[src/rtl/core/pcg32_pkg.sv]
// Types, constants and helper functions of the PCG32 generator core.
`default_nettype none

package pcg32_pkg;

    localparam int STATE_W = 64;
    localparam int WORD_W  = 32;
    localparam int FRAC_W  = 23;
    localparam int HALF_W  = 32;

    localparam logic [STATE_W-1:0] STATE_RESET  = 64'h853C_49E6_748F_EA9B;
    localparam logic [STATE_W-1:0] MULT_RESET   = 64'd6364136223846793005;
    localparam logic [STATE_W-1:0] INCR_RESET   = 64'd1442695040888963407;
    localparam logic [STATE_W-1:0] GOLDEN_GAMMA = 64'h9E37_79B9_7F4A_7C15;
    localparam logic [STATE_W-1:0] MIX_MUL_A    = 64'hBF58_476D_1CE4_E5B9;
    localparam logic [STATE_W-1:0] MIX_MUL_B    = 64'h94D0_49BB_1331_11EB;

    // Operation codes carried by an input item.
    typedef enum logic [1:0] {
        OP_WORD     = 2'd0,
        OP_FRACTION = 2'd1,
        OP_SEED     = 2'd2,
        OP_LOAD     = 2'd3
    } op_t;

    // Configuration register indexes.
    typedef enum logic [0:0] {
        CFG_LCG_MULTIPLIER = 1'b0,
        CFG_LCG_INCREMENT  = 1'b1
    } cfg_reg_t;

    // Sequencer states of the core.
    typedef enum logic [2:0] {
        ST_IDLE,
        ST_ADVANCE,
        ST_MIX_A,
        ST_MIX_B,
        ST_FINISH
    } fsm_t;

    // Multiplier steps of one 64-bit product, from the low-by-low partial product to the last accumulation.
    typedef enum logic [1:0] {
        MS_LO_LO = 2'd0,
        MS_LO_HI = 2'd1,
        MS_HI_LO = 2'd2,
        MS_LAST  = 2'd3
    } mul_step_t;

    typedef struct packed {
        logic               start;
        logic [STATE_W-1:0] a;
        logic [STATE_W-1:0] b;
    } mul_req_t;

    typedef struct packed {
        logic               done;
        logic [STATE_W-1:0] product;
    } mul_rsp_t;

    // XSH-RR output permutation of a state value.
    function automatic logic [WORD_W-1:0] xsh_rr(input logic [STATE_W-1:0] s);
        logic [STATE_W-1:0] x;
        logic [WORD_W-1:0]  w;
        logic [4:0]         rot;
        logic [2*WORD_W-1:0] dbl;
        x   = s ^ (s >> 18);
        w   = x[58:27];
        rot = s[63:59];
        dbl = {w, w} >> rot;
        return dbl[WORD_W-1:0];
    endfunction

    // SplitMix64 xor-shift step: the value folded with itself shifted right by sh.
    function automatic logic [STATE_W-1:0] xor_shift(input logic [STATE_W-1:0] v,
                                                     input logic [5:0] sh);
        return v ^ (v >> sh);
    endfunction

endpackage

`default_nettype wire

[src/rtl/core/pcg32_if.sv]
// Valid/ready channel interfaces for command and result items.
`default_nettype none

interface pcg32_cmd_if;
    logic        valid;
    logic        ready;
    logic [1:0]  op;
    logic [63:0] operand;

    modport source (output valid, output op, output operand, input ready);
    modport sink   (input valid, input op, input operand, output ready);
endinterface

interface pcg32_res_if;
    logic        valid;
    logic        ready;
    logic [31:0] random_word;
    logic [22:0] fraction;
    logic [63:0] state_now;

    modport source (output valid, output random_word, output fraction,
                    output state_now, input ready);
    modport sink   (input valid, input random_word, input fraction,
                    input state_now, output ready);
endinterface

`default_nettype wire

[src/rtl/core/pcg32_mul.sv]
// Iterative 64x64 multiplier (low 64 bits) built on one 32x32 multiplier.
`default_nettype none

module pcg32_mul (
    input  wire logic              clk,
    input  wire logic              rst_n,
    input  wire pcg32_pkg::mul_req_t req,
    output pcg32_pkg::mul_rsp_t    rsp
);

    logic [pcg32_pkg::STATE_W-1:0] a_reg, a_next;
    logic [pcg32_pkg::STATE_W-1:0] b_reg, b_next;
    logic [pcg32_pkg::STATE_W-1:0] prod_reg, prod_next;
    logic [pcg32_pkg::STATE_W-1:0] acc_reg, acc_next;
    pcg32_pkg::mul_step_t          step_reg, step_next;
    logic                          busy_reg, busy_next;
    logic                          done_reg, done_next;

    logic [pcg32_pkg::HALF_W-1:0]  mul_x;
    logic [pcg32_pkg::HALF_W-1:0]  mul_y;
    logic [pcg32_pkg::HALF_W-1:0]  acc_hi_sum;

    // Operand selection for the shared 32x32 multiplier.
    always_comb
    begin
        unique case (step_reg)
            pcg32_pkg::MS_LO_LO:
            begin
                mul_x = a_reg[31:0];
                mul_y = b_reg[31:0];
            end
            pcg32_pkg::MS_LO_HI:
            begin
                mul_x = a_reg[31:0];
                mul_y = b_reg[63:32];
            end
            pcg32_pkg::MS_HI_LO:
            begin
                mul_x = a_reg[63:32];
                mul_y = b_reg[31:0];
            end
            default:
            begin
                mul_x = '0;
                mul_y = '0;
            end
        endcase
    end

    // Cross products only reach the upper half of the result.
    assign acc_hi_sum = acc_reg[63:32] + prod_reg[31:0];

    // Step sequencing and accumulation.
    always_comb
    begin
        a_next    = a_reg;
        b_next    = b_reg;
        prod_next = prod_reg;
        acc_next  = acc_reg;
        step_next = step_reg;
        busy_next = busy_reg;
        done_next = 1'b0;
        if (req.start)
        begin
            a_next    = req.a;
            b_next    = req.b;
            step_next = pcg32_pkg::MS_LO_LO;
            busy_next = 1'b1;
        end
        else if (busy_reg)
        begin
            prod_next = mul_x * mul_y;
            unique case (step_reg)
                pcg32_pkg::MS_LO_LO:
                begin
                    step_next = pcg32_pkg::MS_LO_HI;
                end
                pcg32_pkg::MS_LO_HI:
                begin
                    acc_next  = prod_reg;
                    step_next = pcg32_pkg::MS_HI_LO;
                end
                pcg32_pkg::MS_HI_LO:
                begin
                    acc_next  = {acc_hi_sum, acc_reg[31:0]};
                    step_next = pcg32_pkg::MS_LAST;
                end
                pcg32_pkg::MS_LAST:
                begin
                    acc_next  = {acc_hi_sum, acc_reg[31:0]};
                    busy_next = 1'b0;
                    done_next = 1'b1;
                end
            endcase
        end
    end

    always_ff @(posedge clk or negedge rst_n)
    begin
        if (!rst_n)
        begin
            step_reg <= pcg32_pkg::MS_LO_LO;
            busy_reg <= 1'b0;
            done_reg <= 1'b0;
        end
        else
        begin
            step_reg <= step_next;
            busy_reg <= busy_next;
            done_reg <= done_next;
        end
    end

    // Operand and product registers carry no reset.
    always_ff @(posedge clk)
    begin
        a_reg    <= a_next;
        b_reg    <= b_next;
        prod_reg <= prod_next;
        acc_reg  <= acc_next;
    end

    assign rsp.done    = done_reg;
    assign rsp.product = acc_reg;

endmodule

`default_nettype wire

[src/rtl/core/pcg32_random_generator_core.sv]
// PCG32 XSH-RR generator core: one command item in, one result item out.
// Each command item takes one of four operations and yields exactly one result item that
// reports the generator state after the operation. The state advance and the SplitMix64
// seeding run on one shared 32x32 multiplier, one 64-bit product at a time, and that sets
// the rate: a random word or fraction waits for one product, a seed for two dependent
// products and a state load for none, and no new item is taken before the last one has
// reached the output register. The result sits in that register, so the next item is
// taken while an earlier result still waits. Configuration writes belong to idle periods
// only.
`default_nettype none

module pcg32_random_generator_core (
    input  wire logic        clk,
    input  wire logic        rst_n,
    pcg32_cmd_if.sink        cmd,
    pcg32_res_if.source      res,
    input  wire logic        cfg_we,
    input  wire logic [0:0]  cfg_index,
    input  wire logic [63:0] cfg_data
);

    pcg32_pkg::fsm_t               fsm_reg, fsm_next;
    pcg32_pkg::op_t                op_reg, op_next;
    logic [pcg32_pkg::STATE_W-1:0] gen_state_reg, gen_state_next;
    logic [pcg32_pkg::STATE_W-1:0] mult_reg, mult_next;
    logic [pcg32_pkg::STATE_W-1:0] incr_reg, incr_next;
    logic [pcg32_pkg::WORD_W-1:0]  word_reg, word_next;
    logic                          mul_start_reg, mul_start_next;
    logic [pcg32_pkg::STATE_W-1:0] mul_a_reg, mul_a_next;
    logic [pcg32_pkg::STATE_W-1:0] mul_b_reg, mul_b_next;
    logic                          out_valid_reg, out_valid_next;
    logic [pcg32_pkg::WORD_W-1:0]  out_word_reg, out_word_next;
    logic [pcg32_pkg::FRAC_W-1:0]  out_frac_reg, out_frac_next;
    logic [pcg32_pkg::STATE_W-1:0] out_state_reg, out_state_next;

    pcg32_pkg::mul_req_t           mul_req;
    pcg32_pkg::mul_rsp_t           mul_rsp;
    pcg32_pkg::op_t                cmd_op;
    logic                          cmd_accept;
    logic                          out_free;
    logic                          load_out;
    logic                          cmd_ready;
    logic [pcg32_pkg::STATE_W-1:0] seed_sum;
    logic [pcg32_pkg::STATE_W-1:0] seed_ctr;

    // Shared multiplier.
    assign mul_req.start = mul_start_reg;
    assign mul_req.a     = mul_a_reg;
    assign mul_req.b     = mul_b_reg;

    pcg32_mul u_mul (
        .clk   (clk),
        .rst_n (rst_n),
        .req   (mul_req),
        .rsp   (mul_rsp)
    );

    assign cmd_op     = pcg32_pkg::op_t'(cmd.op);
    assign cmd_accept = cmd.valid && cmd_ready;
    assign out_free   = !out_valid_reg || res.ready;

    // A counter that lands on zero would mix to zero, so it steps once more.
    assign seed_sum = cmd.operand + pcg32_pkg::GOLDEN_GAMMA;
    assign seed_ctr = (seed_sum == '0) ? pcg32_pkg::GOLDEN_GAMMA : seed_sum;

    // Sequencer next state.
    always_comb
    begin
        fsm_next = fsm_reg;
        unique case (fsm_reg)
            pcg32_pkg::ST_IDLE:
            begin
                if (cmd.valid)
                begin
                    unique case (cmd_op)
                        pcg32_pkg::OP_WORD,
                        pcg32_pkg::OP_FRACTION: fsm_next = pcg32_pkg::ST_ADVANCE;
                        pcg32_pkg::OP_SEED:     fsm_next = pcg32_pkg::ST_MIX_A;
                        pcg32_pkg::OP_LOAD:     fsm_next = pcg32_pkg::ST_FINISH;
                    endcase
                end
            end
            pcg32_pkg::ST_ADVANCE:
            begin
                if (mul_rsp.done)
                begin
                    fsm_next = pcg32_pkg::ST_FINISH;
                end
            end
            pcg32_pkg::ST_MIX_A:
            begin
                if (mul_rsp.done)
                begin
                    fsm_next = pcg32_pkg::ST_MIX_B;
                end
            end
            pcg32_pkg::ST_MIX_B:
            begin
                if (mul_rsp.done)
                begin
                    fsm_next = pcg32_pkg::ST_FINISH;
                end
            end
            pcg32_pkg::ST_FINISH:
            begin
                if (out_free)
                begin
                    fsm_next = pcg32_pkg::ST_IDLE;
                end
            end
            default:
            begin
                fsm_next = pcg32_pkg::ST_IDLE;
            end
        endcase
    end

    // Sequencer outputs.
    always_comb
    begin
        cmd_ready = 1'b0;
        load_out  = 1'b0;
        unique case (fsm_reg)
            pcg32_pkg::ST_IDLE:   cmd_ready = 1'b1;
            pcg32_pkg::ST_FINISH: load_out  = out_free;
            default:
            begin
                cmd_ready = 1'b0;
                load_out  = 1'b0;
            end
        endcase
    end

    // Datapath next values.
    always_comb
    begin
        op_next        = op_reg;
        gen_state_next = gen_state_reg;
        mult_next      = mult_reg;
        incr_next      = incr_reg;
        word_next      = word_reg;
        mul_start_next = 1'b0;
        mul_a_next     = mul_a_reg;
        mul_b_next     = mul_b_reg;
        out_word_next  = out_word_reg;
        out_frac_next  = out_frac_reg;
        out_state_next = out_state_reg;

        // Configuration writes.
        if (cfg_we)
        begin
            unique case (pcg32_pkg::cfg_reg_t'(cfg_index))
                pcg32_pkg::CFG_LCG_MULTIPLIER: mult_next = cfg_data;
                pcg32_pkg::CFG_LCG_INCREMENT:  incr_next = cfg_data;
            endcase
        end

        unique case (fsm_reg)
            pcg32_pkg::ST_IDLE:
            begin
                if (cmd_accept)
                begin
                    op_next = cmd_op;
                    unique case (cmd_op)
                        pcg32_pkg::OP_WORD,
                        pcg32_pkg::OP_FRACTION:
                        begin
                            word_next      = pcg32_pkg::xsh_rr(gen_state_reg);
                            mul_a_next     = gen_state_reg;
                            mul_b_next     = mult_reg;
                            mul_start_next = 1'b1;
                        end
                        pcg32_pkg::OP_SEED:
                        begin
                            mul_a_next     = pcg32_pkg::xor_shift(seed_ctr, 6'd30);
                            mul_b_next     = pcg32_pkg::MIX_MUL_A;
                            mul_start_next = 1'b1;
                        end
                        pcg32_pkg::OP_LOAD:
                        begin
                            gen_state_next = cmd.operand;
                        end
                    endcase
                end
            end
            pcg32_pkg::ST_ADVANCE:
            begin
                if (mul_rsp.done)
                begin
                    gen_state_next = mul_rsp.product + incr_reg;
                end
            end
            pcg32_pkg::ST_MIX_A:
            begin
                if (mul_rsp.done)
                begin
                    mul_a_next     = pcg32_pkg::xor_shift(mul_rsp.product, 6'd27);
                    mul_b_next     = pcg32_pkg::MIX_MUL_B;
                    mul_start_next = 1'b1;
                end
            end
            pcg32_pkg::ST_MIX_B:
            begin
                if (mul_rsp.done)
                begin
                    gen_state_next = pcg32_pkg::xor_shift(mul_rsp.product, 6'd31);
                end
            end
            pcg32_pkg::ST_FINISH:
            begin
                if (load_out)
                begin
                    out_state_next = gen_state_reg;
                    out_word_next  = '0;
                    out_frac_next  = '0;
                    if (op_reg == pcg32_pkg::OP_WORD)
                    begin
                        out_word_next = word_reg;
                    end
                    else if (op_reg == pcg32_pkg::OP_FRACTION)
                    begin
                        out_word_next = word_reg;
                        out_frac_next = word_reg[pcg32_pkg::FRAC_W-1:0];
                    end
                end
            end
            default:
            begin
                mul_start_next = 1'b0;
            end
        endcase
    end

    // Result slot occupancy.
    always_comb
    begin
        if (load_out)
        begin
            out_valid_next = 1'b1;
        end
        else if (res.ready)
        begin
            out_valid_next = 1'b0;
        end
        else
        begin
            out_valid_next = out_valid_reg;
        end
    end

    // Control and architectural state.
    always_ff @(posedge clk or negedge rst_n)
    begin
        if (!rst_n)
        begin
            fsm_reg       <= pcg32_pkg::ST_IDLE;
            gen_state_reg <= pcg32_pkg::STATE_RESET;
            mult_reg      <= pcg32_pkg::MULT_RESET;
            incr_reg      <= pcg32_pkg::INCR_RESET;
            mul_start_reg <= 1'b0;
            out_valid_reg <= 1'b0;
        end
        else
        begin
            fsm_reg       <= fsm_next;
            gen_state_reg <= gen_state_next;
            mult_reg      <= mult_next;
            incr_reg      <= incr_next;
            mul_start_reg <= mul_start_next;
            out_valid_reg <= out_valid_next;
        end
    end

    // Payload registers.
    always_ff @(posedge clk)
    begin
        op_reg        <= op_next;
        word_reg      <= word_next;
        mul_a_reg     <= mul_a_next;
        mul_b_reg     <= mul_b_next;
        out_word_reg  <= out_word_next;
        out_frac_reg  <= out_frac_next;
        out_state_reg <= out_state_next;
    end

    assign cmd.ready       = cmd_ready;
    assign res.valid       = out_valid_reg;
    assign res.random_word = out_word_reg;
    assign res.fraction    = out_frac_reg;
    assign res.state_now   = out_state_reg;

endmodule

`default_nettype wire

[src/flat_wrapper.sv]
// flat-port wrapper written by rule: the top's interface ports become plain ports
module pcg32_random_generator_core_flat 
  (clk, rst_n, cfg_we, cfg_index, cfg_data, cmd_valid, cmd_op, cmd_operand, cmd_ready, res_valid, res_random_word, res_fraction, res_state_now, res_ready);
  pcg32_cmd_if cmd_i ();
  pcg32_res_if res_i ();
  input  wire logic clk;
  input  wire logic rst_n;
  input  wire logic cfg_we;
  input  wire logic [0:0] cfg_index;
  input  wire logic [63:0] cfg_data;
  input wire logic [$bits(cmd_i.valid)-1:0] cmd_valid;
  input wire logic [$bits(cmd_i.op)-1:0] cmd_op;
  input wire logic [$bits(cmd_i.operand)-1:0] cmd_operand;
  output wire logic [$bits(cmd_i.ready)-1:0] cmd_ready;
  output wire logic [$bits(res_i.valid)-1:0] res_valid;
  output wire logic [$bits(res_i.random_word)-1:0] res_random_word;
  output wire logic [$bits(res_i.fraction)-1:0] res_fraction;
  output wire logic [$bits(res_i.state_now)-1:0] res_state_now;
  input wire logic [$bits(res_i.ready)-1:0] res_ready;
  assign cmd_i.valid = cmd_valid;
  assign cmd_i.op = cmd_op;
  assign cmd_i.operand = cmd_operand;
  assign cmd_ready = cmd_i.ready;
  assign res_valid = res_i.valid;
  assign res_random_word = res_i.random_word;
  assign res_fraction = res_i.fraction;
  assign res_state_now = res_i.state_now;
  assign res_i.ready = res_ready;
  pcg32_random_generator_core u_core (.clk(clk), .rst_n(rst_n), .cmd(cmd_i), .res(res_i), .cfg_we(cfg_we), .cfg_index(cfg_index), .cfg_data(cfg_data));
endmodule
[config.mk]
export PLATFORM = sky130hd
export DESIGN_NAME = pcg32_random_generator_core_flat
export DESIGN_NICKNAME = d
export VERILOG_FILES = /design/src/rtl/core/pcg32_pkg.sv /design/src/rtl/core/pcg32_if.sv /design/src/rtl/core/pcg32_mul.sv /design/src/rtl/core/pcg32_random_generator_core.sv /design/src/flat_wrapper.sv
export SDC_FILE = /design/constraint.sdc
export NUM_CORES = 2
export LEC_CHECK = 0
export BUFFER_PORTS_ARGS = -buffer_cell sky130_fd_sc_hd__clkbuf_2
export CORE_MARGIN = 2
export CORE_UTILIZATION = 30
export DETAILED_ROUTE_END_ITERATION = 10
export SYNTH_ARGS = -nofsm -noshare
export SYNTH_HDL_FRONTEND = slang
export SYNTH_SLANG_ARGS = --single-unit
[constraint.sdc]
create_clock -name clk -period 10.8 [get_ports clk]
set_clock_uncertainty 0.1 [all_clocks]
set_input_delay 1.62 -clock clk [delete_from_list [all_inputs] [get_ports clk]]
set_output_delay 1.62 -clock clk [all_outputs]
set_load 0.02 [all_outputs]
## Word level (Yosys, flattened, before mapping)

Cells that the tools add are included.

- Register bits: 738
- Input port bits: 136

- $add $sub $neg: 3
- Multipliers: 1
- Equal/unequal tests: 20
- Shifts and indexed selects: 1
- Multiplexer cells: 42
- Bitwise gates (word level): 8
- Reductions and logical operators: 33

Operators with widths:

| operator | count |
|---|---|
| one-hot mux 64 bit (2 select lines) | 5 |
| two-way mux 64 bit | 9 |
| one-hot mux 64 bit (3 select lines) | 1 |
| one-hot mux 32 bit (2 select lines) | 2 |
| adder 64 bit | 1 |
| adder 64 bit (second input constant) | 1 |
| zero test 64 bit | 1 |
| multiplier 32 x 32 -> 64 bit | 1 |
| two-way mux 32 bit | 2 |
| >> shifter 64 x 5 -> 32 bit | 1 |
| XOR 64 x 33 -> 64 bit | 1 |
| XOR 64 x 34 -> 64 bit | 1 |
| XOR 64 x 37 -> 64 bit | 1 |
| XOR 59 x 46 -> 59 bit | 1 |
| adder 32 bit | 1 |
| two-way mux 1 bit | 13 |
| two-way mux 3 bit | 4 |
| one-hot mux 3 bit (4 select lines) | 1 |
| AND reduction 2 bit | 6 |
| AND reduction 4 bit | 3 |
| OR reduction 2 bit | 6 |
| != test 2 bit (second input constant) | 5 |
| one-hot mux 3 bit (3 select lines) | 1 |
| == test 2 bit (second input constant) | 4 |
| 21 further kinds | 36 |

## Logic depth before layout (Yosys ltp)

- Depth in word-level cells: 7
- Mapped depth: 38
- Mapped depth without buffers: 33

## Hierarchy

From an unflattened synthesis, not the netlist that was laid out.

- Cell total of the unflattened synthesis: 7260
- Area, all modules: 71255.8 sq um

By module, submodules not included:

| module | instances | cells each | area an instance (sq um) |
|---|---|---|---|
| pcg32_mul | 1 | 4443 | 42941.2 |
| pcg32_random_generator_core | 1 | 2817 | 28314.7 |

## Worst setup path after synthesis

No wires, ideal clock.

- Kind: flip-flop to flip-flop
- From: register u_core.u_mul.step_reg[0]
- To: register u_core.u_mul.prod_reg[49] (netlist bit), data pin
- Setup time: 0.264 ns
- Data arrival time: 9.160 ns
- Data required time: 10.436 ns
- Slack: 1.276 ns
- Cell stages (with the launch flop): 37
- Cells stage by stage: dfrtp_1 inv_1 clkbuf_1 clkbuf_1 ha_1 or2_2 clkbuf_1 buf_1 a22oi_1 clkbuf_1 nor2_1 fa_1 fa_1 fa_1 inv_1 fa_1 inv_1 fa_1 inv_1 fa_1 inv_1 fa_1 inv_1 fa_1 inv_1 ha_1 a21oi_1 o21ai_0 a311oi_1 o21ai_0 or3_1 o22ai_1 o221a_2 a211o_1 o21ai_0 a221oi_1 xnor2_1

- Longest elaborated chain between the ends: 4

RTL lines:

| element | RTL line | source |
|---|---|---|
| from (decl) | pcg32_mul.sv:15 | `pcg32_pkg::mul_step_t step_reg, step_next;` |
| from (signal assigned) | pcg32_mul.sv:102 | `step_reg <= pcg32_pkg::MS_LO_LO;` |
| from (signal assigned) | pcg32_mul.sv:108 | `step_reg <= step_next;` |
| == test 2 x 1 -> 1 bit, or another cell as far along | pcg32_mul.sv:26 | `unique case (step_reg)` |
| OR reduction 2 bit (no source line) | n/a |  |
| one-hot mux 32 bit (2 select lines) | pcg32_mul.sv:26 |  |
| multiplier 32 x 32 -> 64 bit * | pcg32_mul.sv:72 | `prod_next = mul_x * mul_y;` |
| to (signal assigned) | pcg32_mul.sv:119 | `prod_reg <= prod_next;` |
| to (decl) | pcg32_mul.sv:13 | `logic [pcg32_pkg::STATE_W-1:0] prod_reg, prod_next;` |

Mark *: on every way between the ends. The rest lies on a longest branch, timed or not.
A chain may end at the register's enable or synchronous reset.

## Final worst setup path

- From: register u_core.u_mul.step_reg[1]
- To: register u_core.u_mul.prod_reg[47] (netlist bit), data pin

The elaborated chain is that of the path after synthesis.

==> impl_metrics.ini <==
[run_status]
status = complete, but fails checks
violations = capacitance limit, slew limit

[cts]
numCtsBuffers = 80
cts_tree = built
htree_levels = 3
clkLatencyLatePin_ns = 0.69
post_cts_buffers = 0
cts_resized = 0
cts.clk_slew.worst_paths_ns = 0.08
max-clock-path-buffers = 3
cts_root_buf = clkbuf_16
cts.sinks = 738
cts.hold.buffers_added = 0

[critical_path]
critPathMaxFanout = 33
crit_path_start_kind = flop
end_kind = flop
reg2reg_to = u_core.u_mul.prod_reg[47]
cp.required_ns = 11.09
critPathKind = reg2reg
timing.rr.start = u_core.u_mul.step_reg[1]
crit_family = adder cells
slowest_stage = fa_1
endpoint = u_core.u_mul.prod_reg[47]
startpoint = u_core.u_mul.step_reg[1]
critPathMaxStageDelay_ns = 0.65
rrSetupSlack_ns = 0.40
worst-path-buf-inv = 6
crit_top_cell = fa_1
path_depth = 28
cp.arrival_ns = 10.69
r2r_cells = 28

[synth]
synthArstFlopShare_pct = 27.24
syn-instance-count = 7045
synthTopCellsByCount = 905 x inv_1, 898 x fa_1, 858 x nor2_1
ys_seq_area_share_pct = 30.32
syn_nets = 8442
synth_warnings = 0
synth.avg_cell_area_um2 = 9.962
yosys-top-cells-area = fa_1 26%, edfxtp_1 23%, ha_1 6.5%, inv_1 4.8%, nor2_1 4.6%
syn_area_um2 = 70180
synth_top_area_share_pct = 25.61
synth-edff-count = 537
yosysTopAreaCell = fa_1
ys.flop_type = edfxtp_1
synth.distinct_cells = 90
post-synth-top-count-cell = inv_1
ys_seq_elements = 738

[route]
wl_met3_um = 23870
wl_met1_um = 108400
vias_per_cell = 5.246
drt_iter0_drc = 5186
vias = 53799
postRouteAntennaNets = 0
wl_per_cell_um = 25.91
wl_met2_um = 120000
routed.top_layer = met5
dr.pass1.iters = 9
route.detailed.drc = 0
routed_wl_um = 265700

[floorplanning]
die_y_um = 487.7
initial_core_util_pct = 30.18
core_um2 = 232500
design.die.area_um2 = 237800
io_pins = 257
die_w_um = 487.7
row_count = 177

[sta]
slew_headroom_pct = -2.431
min_period_ns = 10.40
setup_viol = 0
max_freq_mhz = 96.13
fin_ws_ns = 0.3975
final.period_utilization_pct = 96.32
rsz0062_at_grt = false
finalHoldViolCount = 0
worst_pin_slew_ns = 1.498
drv_slew = 1
tns_ns = 0

[global_route]
antenna_found_initial = 18
grtUsageTotal_pct = 22.24
grt_max_degree = 96
grt-ovfl-total = 0
grt_pass1_vias = 55695
grt_pass1_wl_um = 387200

[placement]
place_congestion = 0.9678
post-dp-hpwl_um = 213400
port_buffers = 256
place_worst_setup_slack_ns = 0.4557

[final_layout]
fin_util_pct = 33.48
nFillCells = 23780
drive_gt1_share_pct = 12.82
syn_to_final_growth_pct = 10.91
nets = 8539

[hold_path]
holdCritPathClass = reg2reg
whs_path_depth = 0

[run]
cap_violations = 1
-- how the worst min path moves through the flow --
stage	from	to	slack (ns)
5_1_grt	u_core.mul_b_reg[58]	u_core.u_mul.b_reg[58]	0.32
4_1_cts	u_core.mul_a_reg[48]	u_core.u_mul.a_reg[48]	0.31
2_1_floorplan	u_core.mul_a_reg[0]	u_core.u_mul.a_reg[0]	0.30
3_5_place_dp	u_core.mul_b_reg[14]	u_core.u_mul.b_reg[14]	0.30
3_3_place_gp	u_core.mul_b_reg[33]	u_core.u_mul.b_reg[33]	0.30
6_report	u_core.mul_a_reg[48]	u_core.u_mul.a_reg[48]	0.31
-- cell type report --
class	instances	area [um^2]	area share, %
multi-input combinational	4986	44090	56.64
sequential	738	21290	27.35
tap	3043	3807	4.891
inverter	909	3412	4.383
timing repair buffer	427	2611	3.355
clock buffer	109	2265	2.909
clock inverter	39	357.8	0.4597
antenna	4	10.01	0.01286
-- stage by stage --
step | cell area (um^2) | hold slack (ns) | std cells
final | 77840 | 0.3124 | 10255
after global routing | 77830 | 0.3189 | 10251
after CTS | 77810 | 0.3126 | 10251
after detailed placement | 75190 | 0.3045 | 10103
after global placement | 75190 | 0.3014 | 10103
after floorplan | 70180 | 0.3003 | 7045
-- cells in the final DEF (no fill, tap or decap), types with 57 or more instances in the layout --
cell type,n
edfxtp_1,537
dfstp_2,102
nand3_1,83
xor2_1,111
nor2_1,849
a21oi_1,287
or3_1,57
mux2i_1,59
xnor2_1,203
clkbuf_16,83
mux2_2,142
clkbuf_2,255
nor3_1,60
ha_1,361
inv_1,905
buf_4,168
o21ai_0,265
a21o_1,98
nand2_1,726
and2_1,73
dfrtp_1,97
fa_1,898
-- per-layer routing --
layer / vias up / GRT usage [%]
met1: 27428 / 29.49
met5: - / 0
met3: 467 / 4.669
met2: 2543 / 35.05
li1: 23341 / -
met4: 20 / 9.582
-- logic make-up after synthesis --
group / synth area share (%)
flops: 30.32
buf+inv: 7.113
mux: 3.248
compound gates: 10.20
simple gates: 13.11
fa+ha+maj: 32.09
xor+xnor: 3.918
Power is not shown: default switching activity piles up to over one toggle a cycle in this logic, so the estimate is an artifact.
